==> src/sv/safety_watchdog_estop_fsm_assert.svh <==
// ----------------------------------------------------------------------------
// safety_watchdog_estop_fsm_assert.svh
// Assertion macros shared by the watchdog / emergency-stop controller.
// ----------------------------------------------------------------------------
`ifndef SAFETY_WATCHDOG_ESTOP_FSM_ASSERT_SVH
`define SAFETY_WATCHDOG_ESTOP_FSM_ASSERT_SVH

// Same-cycle implication, sampled on clk, off while rst_n is low.
`define SWE_ASSERT_NOW(label, ante, cons) \
    label: assert property (@(posedge clk) disable iff (!rst_n) (ante) |-> (cons)) \
        else $error("swe assertion failed");

// Next-cycle implication, sampled on clk, off while rst_n is low.
`define SWE_ASSERT_NEXT(label, ante, cons) \
    label: assert property (@(posedge clk) disable iff (!rst_n) (ante) |=> (cons)) \
        else $error("swe assertion failed");

`endif

==> src/sv/swe_pkg.sv <==
// ----------------------------------------------------------------------------
// swe_pkg
// Types and codes of the watchdog / emergency-stop controller.
// ----------------------------------------------------------------------------
`default_nettype none

package swe_pkg;

    localparam int unsigned MODE_W = 4;
    localparam int unsigned BL_W   = 2;

    // Controller modes
    localparam logic [MODE_W-1:0] MODE_STARTUP   = 4'd0;
    localparam logic [MODE_W-1:0] MODE_LOCAL     = 4'd1;
    localparam logic [MODE_W-1:0] MODE_LPUSHED   = 4'd2;
    localparam logic [MODE_W-1:0] MODE_REMOTE    = 4'd3;
    localparam logic [MODE_W-1:0] MODE_WSTOP     = 4'd4;
    localparam logic [MODE_W-1:0] MODE_WRELAYOFF = 4'd5;
    localparam logic [MODE_W-1:0] MODE_PCWAIT    = 4'd6;
    localparam logic [MODE_W-1:0] MODE_RSTOP     = 4'd7;
    localparam logic [MODE_W-1:0] MODE_RRELAYOFF = 4'd8;
    localparam logic [MODE_W-1:0] MODE_RSTOPPED  = 4'd9;

    // Button light modes
    localparam logic [BL_W-1:0] BL_OFF   = 2'd0;
    localparam logic [BL_W-1:0] BL_ON    = 2'd1;
    localparam logic [BL_W-1:0] BL_FLASH = 2'd2;
    localparam logic [BL_W-1:0] BL_FAST  = 2'd3;

    typedef struct packed {
        logic wd_msg_seen;
        logic button_pushed;
        logic wd_expired;
        logic trains_running;
        logic halt_wait_expired;
        logic pc_wait_expired;
    } tick_t;

    typedef struct packed {
        logic [MODE_W-1:0] mode;
        logic              relay_closed;
        logic              yellow_lamp;
        logic              green_lamp;
        logic              red_lamp;
        logic [BL_W-1:0]   button_light;
        logic              emergency_flag;
        logic              start_halt_timer;
        logic              start_pc_timer;
        logic              clear_moving;
        logic              mode_changed;
    } result_t;

    // Held controller state
    typedef struct packed {
        logic [MODE_W-1:0] mode;
        logic              relay;
        logic              yellow;
        logic              green;
        logic              red;
        logic [BL_W-1:0]   light;
        logic              emerg;
    } ctl_state_t;

    // One-tick pulses from a transition
    typedef struct packed {
        logic halt_timer;
        logic pc_timer;
        logic clear_moving;
    } pulse_t;

endpackage

`default_nettype wire

==> src/sv/swe_chan_if.sv <==
// ----------------------------------------------------------------------------
// swe_tick_if / swe_result_if
// Valid/ready channels for ticks and results.
// ----------------------------------------------------------------------------
`default_nettype none

interface swe_tick_if;
    logic          valid;
    logic          ready;
    swe_pkg::tick_t data;

    modport source (output valid, output data, input ready);
    modport sink (input valid, input data, output ready);
endinterface

interface swe_result_if;
    logic            valid;
    logic            ready;
    swe_pkg::result_t data;

    modport source (output valid, output data, input ready);
    modport sink (input valid, input data, output ready);
endinterface

`default_nettype wire

==> src/sv/safety_watchdog_estop_fsm.sv <==
// ----------------------------------------------------------------------------
// safety_watchdog_estop_fsm
// Watchdog and emergency-stop controller, stepped once per tick transaction.
// ----------------------------------------------------------------------------
// Usage:
//   tick   : one transaction per controller tick, carrying the event flags
//            (watchdog message, button press, timer expiries, trains moving).
//   result : one transaction per tick with the mode after the step, the held
//            relay / lamp / button-light / emergency levels, the one-tick
//            timer and clear pulses, and a mode-changed flag.
//   A tick lands in the input register, then the mode decision runs and loads
//   the result register. Throughput is one tick per cycle while the receiver
//   keeps taking results; the limit is the combinational decision against the
//   held state register.
//   Reset puts the controller in startup with relay released, all lamps and
//   the button light off and the emergency flag clear; both stages empty.
//   When the receiver stalls, the result register holds, one more tick waits
//   in the input register, and tick.ready then drops until result moves.
// ----------------------------------------------------------------------------
`default_nettype none

module safety_watchdog_estop_fsm (
    input  wire           clk,
    input  wire           rst_n,
    swe_tick_if.sink      tick,
    swe_result_if.source  result
);
    import swe_pkg::*;

    `include "safety_watchdog_estop_fsm_assert.svh"

    logic       in_valid_reg;
    tick_t      in_data_reg;
    logic       out_valid_reg;
    result_t    out_data_reg;
    ctl_state_t state_reg;

    ctl_state_t state_next;
    pulse_t     pulse;
    logic       advance;
    logic       step;

    swe_step u_step (
        .cur   (state_reg),
        .tick  (in_data_reg),
        .nxt   (state_next),
        .pulse (pulse)
    );

    // advance when the result slot is empty or being drained
    assign advance     = !out_valid_reg || result.ready;
    assign step        = in_valid_reg && advance;
    assign tick.ready  = !in_valid_reg || advance;
    assign result.valid = out_valid_reg;
    assign result.data  = out_data_reg;

    always_ff @(posedge clk or negedge rst_n)
    begin
        if (!rst_n)
        begin
            in_valid_reg  <= 1'b0;
            out_valid_reg <= 1'b0;
            state_reg     <= '{mode: MODE_STARTUP, light: BL_OFF, default: 1'b0};
        end
        else
        begin
            if (tick.ready)
            begin
                in_valid_reg <= tick.valid;
            end
            if (advance)
            begin
                out_valid_reg <= in_valid_reg;
            end
            if (step)
            begin
                state_reg <= state_next;
            end
        end
    end

    always_ff @(posedge clk)
    begin
        if (tick.valid && tick.ready)
        begin
            in_data_reg <= tick.data;
        end
        if (step)
        begin
            out_data_reg.mode             <= state_next.mode;
            out_data_reg.relay_closed     <= state_next.relay;
            out_data_reg.yellow_lamp      <= state_next.yellow;
            out_data_reg.green_lamp       <= state_next.green;
            out_data_reg.red_lamp         <= state_next.red;
            out_data_reg.button_light     <= state_next.light;
            out_data_reg.emergency_flag   <= state_next.emerg;
            out_data_reg.start_halt_timer <= pulse.halt_timer;
            out_data_reg.start_pc_timer   <= pulse.pc_timer;
            out_data_reg.clear_moving     <= pulse.clear_moving;
            out_data_reg.mode_changed     <= (state_next.mode != state_reg.mode);
        end
    end

    // held mode always matches the mode last reported
    `SWE_ASSERT_NEXT(a_mode_tracks, step, state_reg.mode == out_data_reg.mode)

    // a stalled input means both stages are occupied
    `SWE_ASSERT_NOW(a_stall_full, !tick.ready, in_valid_reg && out_valid_reg)

    // halt timer start comes with clear-moving and the red lamp
    `SWE_ASSERT_NOW(a_halt_pulse, out_valid_reg && out_data_reg.start_halt_timer,
        out_data_reg.clear_moving && out_data_reg.red_lamp)

    // PC timer start only on entry to the PC wait mode with the emergency flag set
    `SWE_ASSERT_NOW(a_pc_pulse, out_valid_reg && out_data_reg.start_pc_timer,
        out_data_reg.mode == MODE_PCWAIT && out_data_reg.emergency_flag
        && out_data_reg.mode_changed)

    // relay is released whenever a relay-off or local pushed mode is reported
    `SWE_ASSERT_NOW(a_relay_off, out_valid_reg && (out_data_reg.mode == MODE_LPUSHED
        || out_data_reg.mode == MODE_WRELAYOFF || out_data_reg.mode == MODE_RRELAYOFF),
        !out_data_reg.relay_closed)

endmodule

`default_nettype wire

==> src/sv/swe_step.sv <==
// ----------------------------------------------------------------------------
// swe_step
// Next-state decision: one transition of the ten-mode controller per tick.
// ----------------------------------------------------------------------------
`default_nettype none

module swe_step (
    input  swe_pkg::ctl_state_t cur,
    input  swe_pkg::tick_t      tick,
    output swe_pkg::ctl_state_t nxt,
    output swe_pkg::pulse_t     pulse
);
    import swe_pkg::*;

    always_comb
    begin
        nxt   = cur;
        pulse = '0;
        case (cur.mode)
            MODE_STARTUP:
            begin
                nxt.yellow = 1'b1;
                nxt.green  = 1'b0;
                nxt.red    = 1'b0;
                nxt.light  = BL_ON;
                nxt.relay  = 1'b1;
                nxt.emerg  = 1'b0;
                nxt.mode   = MODE_LOCAL;
            end
            MODE_LOCAL:
            begin
                if (tick.wd_msg_seen)
                begin
                    nxt.yellow = 1'b0;
                    nxt.green  = 1'b1;
                    nxt.mode   = MODE_REMOTE;
                end
                else if (tick.button_pushed)
                begin
                    // release relay, red lamp keeps its level
                    nxt.relay = 1'b0;
                    nxt.light = BL_FLASH;
                    nxt.emerg = 1'b1;
                    nxt.mode  = MODE_LPUSHED;
                end
            end
            MODE_LPUSHED, MODE_WRELAYOFF, MODE_RRELAYOFF:
            begin
                if (tick.button_pushed)
                begin
                    nxt.mode = MODE_STARTUP;
                end
            end
            MODE_REMOTE:
            begin
                if (tick.wd_msg_seen)
                begin
                    nxt.mode = MODE_REMOTE;
                end
                else if (tick.wd_expired)
                begin
                    nxt.green          = 1'b0;
                    nxt.red            = 1'b1;
                    pulse.halt_timer   = 1'b1;
                    pulse.clear_moving = 1'b1;
                    nxt.mode           = MODE_WSTOP;
                end
                else if (tick.button_pushed)
                begin
                    nxt.light      = BL_FLASH;
                    nxt.emerg      = 1'b1;
                    pulse.pc_timer = 1'b1;
                    nxt.mode       = MODE_PCWAIT;
                end
            end
            MODE_WSTOP:
            begin
                if (tick.trains_running)
                begin
                    nxt.relay = 1'b0;
                    nxt.light = BL_FAST;
                    nxt.mode  = MODE_WRELAYOFF;
                end
                else if (tick.halt_wait_expired)
                begin
                    nxt.mode = MODE_STARTUP;
                end
            end
            MODE_RSTOP:
            begin
                if (tick.trains_running)
                begin
                    nxt.relay = 1'b0;
                    nxt.light = BL_FAST;
                    nxt.mode  = MODE_RRELAYOFF;
                end
                else if (tick.halt_wait_expired)
                begin
                    nxt.mode = MODE_RSTOPPED;
                end
            end
            MODE_PCWAIT:
            begin
                if (tick.pc_wait_expired)
                begin
                    nxt.green          = 1'b0;
                    nxt.red            = 1'b1;
                    pulse.halt_timer   = 1'b1;
                    pulse.clear_moving = 1'b1;
                    nxt.mode           = MODE_RSTOP;
                end
            end
            MODE_RSTOPPED:
            begin
                if (tick.button_pushed || tick.trains_running)
                begin
                    nxt.mode = MODE_STARTUP;
                end
            end
            default:
            begin
                nxt   = cur;
                pulse = '0;
            end
        endcase
    end

endmodule

`default_nettype wire

==> src/flat_wrapper.sv <==
// flat-port wrapper written by rule: the top's interface ports become plain ports
module safety_watchdog_estop_fsm_flat import swe_pkg::*;
  (clk, rst_n, tick_valid, tick_data, tick_ready, result_valid, result_data, result_ready);
  swe_tick_if tick_i ();
  swe_result_if result_i ();
  input  wire clk;
  input  wire rst_n;
  input wire logic [$bits(tick_i.valid)-1:0] tick_valid;
  input wire logic [$bits(tick_i.data)-1:0] tick_data;
  output wire logic [$bits(tick_i.ready)-1:0] tick_ready;
  output wire logic [$bits(result_i.valid)-1:0] result_valid;
  output wire logic [$bits(result_i.data)-1:0] result_data;
  input wire logic [$bits(result_i.ready)-1:0] result_ready;
  assign tick_i.valid = tick_valid;
  assign tick_i.data = tick_data;
  assign tick_ready = tick_i.ready;
  assign result_valid = result_i.valid;
  assign result_data = result_i.data;
  assign result_i.ready = result_ready;
  safety_watchdog_estop_fsm u_core (.clk(clk), .rst_n(rst_n), .tick(tick_i), .result(result_i));
endmodule
==> config.mk <==
export PLATFORM = sky130hd
export DESIGN_NAME = safety_watchdog_estop_fsm_flat
export DESIGN_NICKNAME = d
export VERILOG_FILES = /design/src/sv/swe_pkg.sv /design/src/sv/swe_chan_if.sv /design/src/sv/safety_watchdog_estop_fsm.sv /design/src/sv/swe_step.sv /design/src/flat_wrapper.sv
export VERILOG_INCLUDE_DIRS = /design/src /design/src/sv
export SDC_FILE = /design/constraint.sdc
export NUM_CORES = 1
export LEC_CHECK = 0
export ABC_AREA = 0
export ABC_CLOCK_PERIOD_IN_PS = 1540
export BUFFER_PORTS_ARGS = -buffer_cell sky130_fd_sc_hd__buf_2
export CORE_MARGIN = 5
export CORE_UTILIZATION = 51
export DETAILED_ROUTE_END_ITERATION = 8
export PLACE_DENSITY = 0.79
export SLEW_MARGIN = 40
export SYNTH_ARGS = -nofsm -noshare
export SYNTH_HDL_FRONTEND = slang
export SYNTH_SLANG_ARGS = --single-unit
==> constraint.sdc <==
create_clock -name clk -period 1.54 [get_ports clk]
set_input_delay 0.308 -clock clk [delete_from_list [all_inputs] [get_ports clk]]
set_output_delay 0.308 -clock clk [all_outputs]
set_load 0.02 [all_outputs]
Yosys cells after proc, flatten, opt, wreduce, memory -nomap -nowiden
Index checks and enable logic that the tools add are counted.

word-level totals
  flip-flop bits (word level) = 34
  input bits = 10
  output and inout bits = 17
  word-level logic and storage cells = 84

operators by class
  eq/ne operators = 10
  multiplexer cells = 36
  bitwise operators = 1
  reductions and logical operators = 11

operators with widths
  cell                                           number
  2-to-1 mux 4 bit                               11
  one-hot mux 4 bit (8 select lines)             1
  == test 4 x 3 -> 1 bit, second input constant  4
  2-to-1 mux 3 bit                               4
  2-to-1 mux 5 bit                               2
  one-hot mux 1 bit (3 select lines)             3
  == test 4 x 2 -> 1 bit, second input constant  2
  == test 4 bit, second input constant           2
  2-to-1 mux 2 bit                               4
  one-hot mux 2 bit (4 select lines)             1
  2-to-1 mux 1 bit                               6
  one-hot mux 1 bit (2 select lines)             3
  OR reduction 3 bit                             2
  == test 4 x 1 -> 1 bit, second input constant  1
  zero test 4 bit                                1
  != test 4 bit                                  1
  one-hot mux 1 bit (4 select lines)             1
  logical OR 1 bit                               3
  logical AND 1 bit                              2
  zero test 1 bit                                2
  OR reduction 2 bit                             1
  NOT 1 bit                                      1

Logic depth before layout (Yosys ltp)
  depth after elaboration = 5
  mapped depth = 7

By module
A second synthesis with hierarchy kept.

second synthesis, totals
  cell total of the unflattened synthesis = 150
  area, all modules = 1,735.4 um^2

by module, submodules not included
  module                     times used  cells each  area each (um^2)  sequential area each (um^2)
  safety_watchdog_estop_fsm  1           58          1,222.4           955.9
  swe_step                   1           92          513.0             0.0

Least setup slack after synthesis
No wires, ideal clock.

  path type = reg2reg
  start = reg u_core.out_valid_reg (netlist: u_core.result.valid)
  end = reg u_core.state_reg[0] (netlist name)
  setup time = 0.125 ns
  data arrival time = 1.497 ns
  path slack = -0.082 ns
  stages on the path, launching flop included = 6
  period minus slack after synthesis = 1.622 ns
  cells stage by stage = dfrtp_1 > nand2b_1 > nand2_1 > inv_1 > buf_2 > mux2_2

on the way
  longest elaborated chain between the ends = 3

RTL lines
  what                    line                             source
  start, declared         safety_watchdog_estop_fsm.sv:34  logic out_valid_reg;
  start signal, assigned  safety_watchdog_estop_fsm.sv:73  out_valid_reg <= in_valid_reg;
  zero test 1 bit         safety_watchdog_estop_fsm.sv:51  assign advance = !out_valid_reg || result.ready;
  logical OR 1 bit        safety_watchdog_estop_fsm.sv:51
  logical AND 1 bit       safety_watchdog_estop_fsm.sv:52  assign step = in_valid_reg && advance;
  named net u_core.step   safety_watchdog_estop_fsm.sv:41  logic step;
  end signal, assigned    safety_watchdog_estop_fsm.sv:77  state_reg <= state_next;
  end, declared           safety_watchdog_estop_fsm.sv:36  ctl_state_t state_reg;

The timed path passes the listed nets, and every way through them passes these cells.
A chain may end at the register's enable or synchronous reset.

==> flow_summary.toml <==
[floorplan]
fp.dieH_um = 70.4
die_x_um = 70.4
rows = 22
io_pins = 27
start_util = 0.516
dieArea_um2 = 4960
core-area_um2 = 3610

[cts]
clk_latency_ps = 290
clockBufferDepth = 2
cts_made_buffers = 5
htreeDepth = 2
clk_pin_slew_worst_paths_ps = 70
tritoncts = "yes"
cts.sinks = 33
clock-root-buffer = "clkbuf_8"

[drt]
via_per_inst = 6.07
wl_mm = 5.99
post_drt_wl_per_cell_um = 20.0
first_pass_iters = 4
postRouteAntennaNets = 0
drc = 0
vias = 1815
drt_iter0_drc = 178

[yosys]
ys_seq_elements = 33
synthesis.nets = 180
async_flop_share = 0.394
ys_seq_area_frac = 0.497
syn_avg_cell_area_um2 = 11.0
ys_warn_count = 0
synth_edf_count = 20
syn_inst = 170
ys.flop_type = "edfxtp_1"
syn_area_um2 = 1860
synth_cell_types = 63

[placement]
dp_cells = 273
port_buffers = 26
dp_hpwl_mm = 3.71
gp_congestion = 0.909

[min_path]
hold_end = "u_core.in_data_reg[0]$_DFFE_PP_"
min-delay-start = "tick_data[0]"
hold_path_depth = 1
hold_path_class = "in2reg"

[cells_and_area]
largest_reg_flops = 14
drive_gt1_frac = 0.598
postLayoutCoreUtil = 0.801
nFillCells = 206
fin_nets = 260
syn_to_final_growth_pct = 55.2
diodes = 0
finalNonFillerCells = 299

[critical_path]
worst-setup-path-type = "reg2reg"
start_kind = "register"
critical_path_required_ps = 1590
cp_slowest_cell = "or4b_4"
reg2reg_slack_ps = -160
cp_max_fo = 7
path_cells = "buf_6 > or4b_4 > o31a_1 > o21ai_2 > nand2b_1"
crit_arrival_ps = 1750
critical-path-max-stage-delay_ps = 500
cp-end-kind = "register"
r2r_start = "u_core.state_reg[7]$_DFFE_PN0P_"
r2r_cells = 5
rr_endpoint = "u_core.result.data[13]$_DFFE_PP_"

[sta]
fin_crit_ps = 1700
max_clock_freq_ghz = 0.588
whs_ps = 193
final.setup_skew_ps = 9.88
period_share = 1.10
drv_slew = 0
worst_pin_slew_ps = 421
setup_viol = 14
finalHoldViolations = 0
setup_ws_ps = -159
slew_headroom = 0.715
rsz0062_at_grt = "yes"

[grt]
grt_pass1_vias = 1762
overflow = 0
antenna_found_initial = 0
grt_usage = 0.231
grt_max_degree = 20
grt_pass1_wl_mm = 8.76

[job]
maxCapViolCount = 0

[power]
fin_total_pwr_mw = 5.92
peakVddDrop_mv = 1.22
p_per_area_nw_per_um2 = 2050
p_leak_nw = 1.21

[run_status]
status = "finished, violations left"
violations = "setup timing"
## through the flow
step / area (um2) / setup TNS (ps) / worst slack, ps
6_report: 2890 / -996 / -159
5_1_grt: 2890 / -1710 / -197
4_1_cts: 2670 / -405 / -80.6
3_5_place_dp: 2310 / -1710 / -291
3_3_place_gp: 2310 / -1470 / -290
2_1_floorplan: 1880 / 0 / 9.60
## timing repair
action / in CTS / in global routing
setup endpoints to repair: 22 / 22
gates resized for setup: 33 / 36
setup buffers: 12 / 5
pin swaps: 13 / 15
hold buffers: 1 / 0
hold endpoints to repair: 13 / 0
## worst max-delay path, delay by kind of cell (launching register included)
kind / cells / cell delay [ps]
simple gates: 2 / 570
buf+inv: 1 / 150
compound gates: 2 / 340
flops: 1 / 400
## cell usage after synthesis, drive strengths merged (2+ instances only)
cell,instances,area (um2)
clkbuf,2,8.75
a211oi,2,20.0
a21o,2,15.0
dfrtp,13,325
mux2,3,33.8
nor3,4,20.0
nand4b,2,17.5
nand2,18,70.1
nand2b,8,50.1
inv,7,26.3
a21oi,2,10.0
nor2b,4,25.0
nor2,7,28.8
nor4,2,12.5
o31ai,2,20.0
or2,2,12.5
a221oi,2,17.5
nand3b,2,15.0
o21ai,8,40.0
a31oi,6,37.5
nor3b,4,35.0
buf,13,97.6
a2111oi,2,36.3
a22oi,2,15.0
nand3,4,20.0
nand4,2,12.5
edfxtp,20,601
## logic make-up after synthesis
logic type             count (synthesis)  share of synthesized area
AO/OA/AOI/OAI                         42                      0.186
XOR/XNOR                               1                    0.00471
buffers and inverters                 22                     0.0712
flip-flops                            33                      0.497
multiplexers                           4                     0.0235
AND/OR/NAND/NOR                       68                      0.217
## worst max-delay path by stage
stage                                       end  slack (ps)  cells after the start                       startpoint
2_1_floorplan   u_core.result.data[0]$_DFFE_PP_          10                      5  u_core.in_data_reg[2]$_DFFE_PP_
3_3_place_gp    u_core.result.data[0]$_DFFE_PP_        -290                      5  u_core.state_reg[8]$_DFFE_PN0P_
3_5_place_dp    u_core.result.data[0]$_DFFE_PP_        -290                      5  u_core.state_reg[8]$_DFFE_PN0P_
4_1_cts        u_core.result.data[13]$_DFFE_PP_         -80                      5  u_core.state_reg[7]$_DFFE_PN0P_
5_1_grt         u_core.state_reg[8]$_DFFE_PN0P_        -200                      6  u_core.state_reg[8]$_DFFE_PN0P_
6_report       u_core.result.data[13]$_DFFE_PP_        -160                      5  u_core.state_reg[7]$_DFFE_PN0P_
## per-layer routing
metal  share of wire  global-route usage  vias up
li1                -                   -      801
met1            0.38               0.275      885
met2            0.48               0.374      102
met3           0.089              0.0849       27
met4           0.043              0.0957        0
met5               0                   0        -
## report_power, final
part,internal [mW],switching [mW],total (mW)
Sequential,1.28,0.187,1.47
Clock,0.643,0.330,0.973
Combinational,1.67,1.81,3.48
## placed cells by master (no fill, tap or decap), types with 2 or more instances in the layout
| master | netlist | routed |
|---|---|---|
| dfrtp_2 | 0 | 2 |
| o21ai_2 | 0 | 5 |
| a31oi_1 | 6 | 4 |
| nor2b_1 | 4 | 3 |
| nand3_1 | 4 | 3 |
| buf_4 | 3 | 46 |
| inv_1 | 7 | 7 |
| buf_2 | 6 | 27 |
| edfxtp_1 | 20 | 20 |
| nand2_1 | 17 | 13 |
| a22oi_2 | 0 | 2 |
| clkbuf_8 | 0 | 5 |
| nand2b_1 | 8 | 5 |
| nor2_4 | 0 | 2 |
| nand4_1 | 2 | 2 |
| nor2_1 | 6 | 4 |
| nand2b_4 | 0 | 2 |
| nor3b_2 | 1 | 2 |
| bufinv_16 | 0 | 2 |
| a21o_1 | 2 | 2 |
| nand2_2 | 1 | 4 |
| nor3_1 | 4 | 4 |
| nand4b_1 | 2 | 2 |
| buf_6 | 4 | 12 |
| mux2_2 | 3 | 2 |
| buf_12 | 0 | 2 |
| o21ai_1 | 3 | 2 |
| dfrtp_1 | 13 | 11 |
| nand3b_1 | 2 | 2 |
## area by class of cell
| type | count | area [um2] | area share |
|---|---|---|---|
| Clock inverter | 3 | 65.1 | 0.0225 |
| Tap cell | 48 | 60.1 | 0.0208 |
| Multi-Input combinational cell | 115 | 1070 | 0.372 |
| Sequential cell | 33 | 928 | 0.321 |
| Timing Repair Buffer | 88 | 666 | 0.230 |
| Inverter | 7 | 26.3 | 0.00909 |
| Clock buffer | 5 | 68.8 | 0.0238 |
No activity file was read; power rests on OpenSTA's default activity.
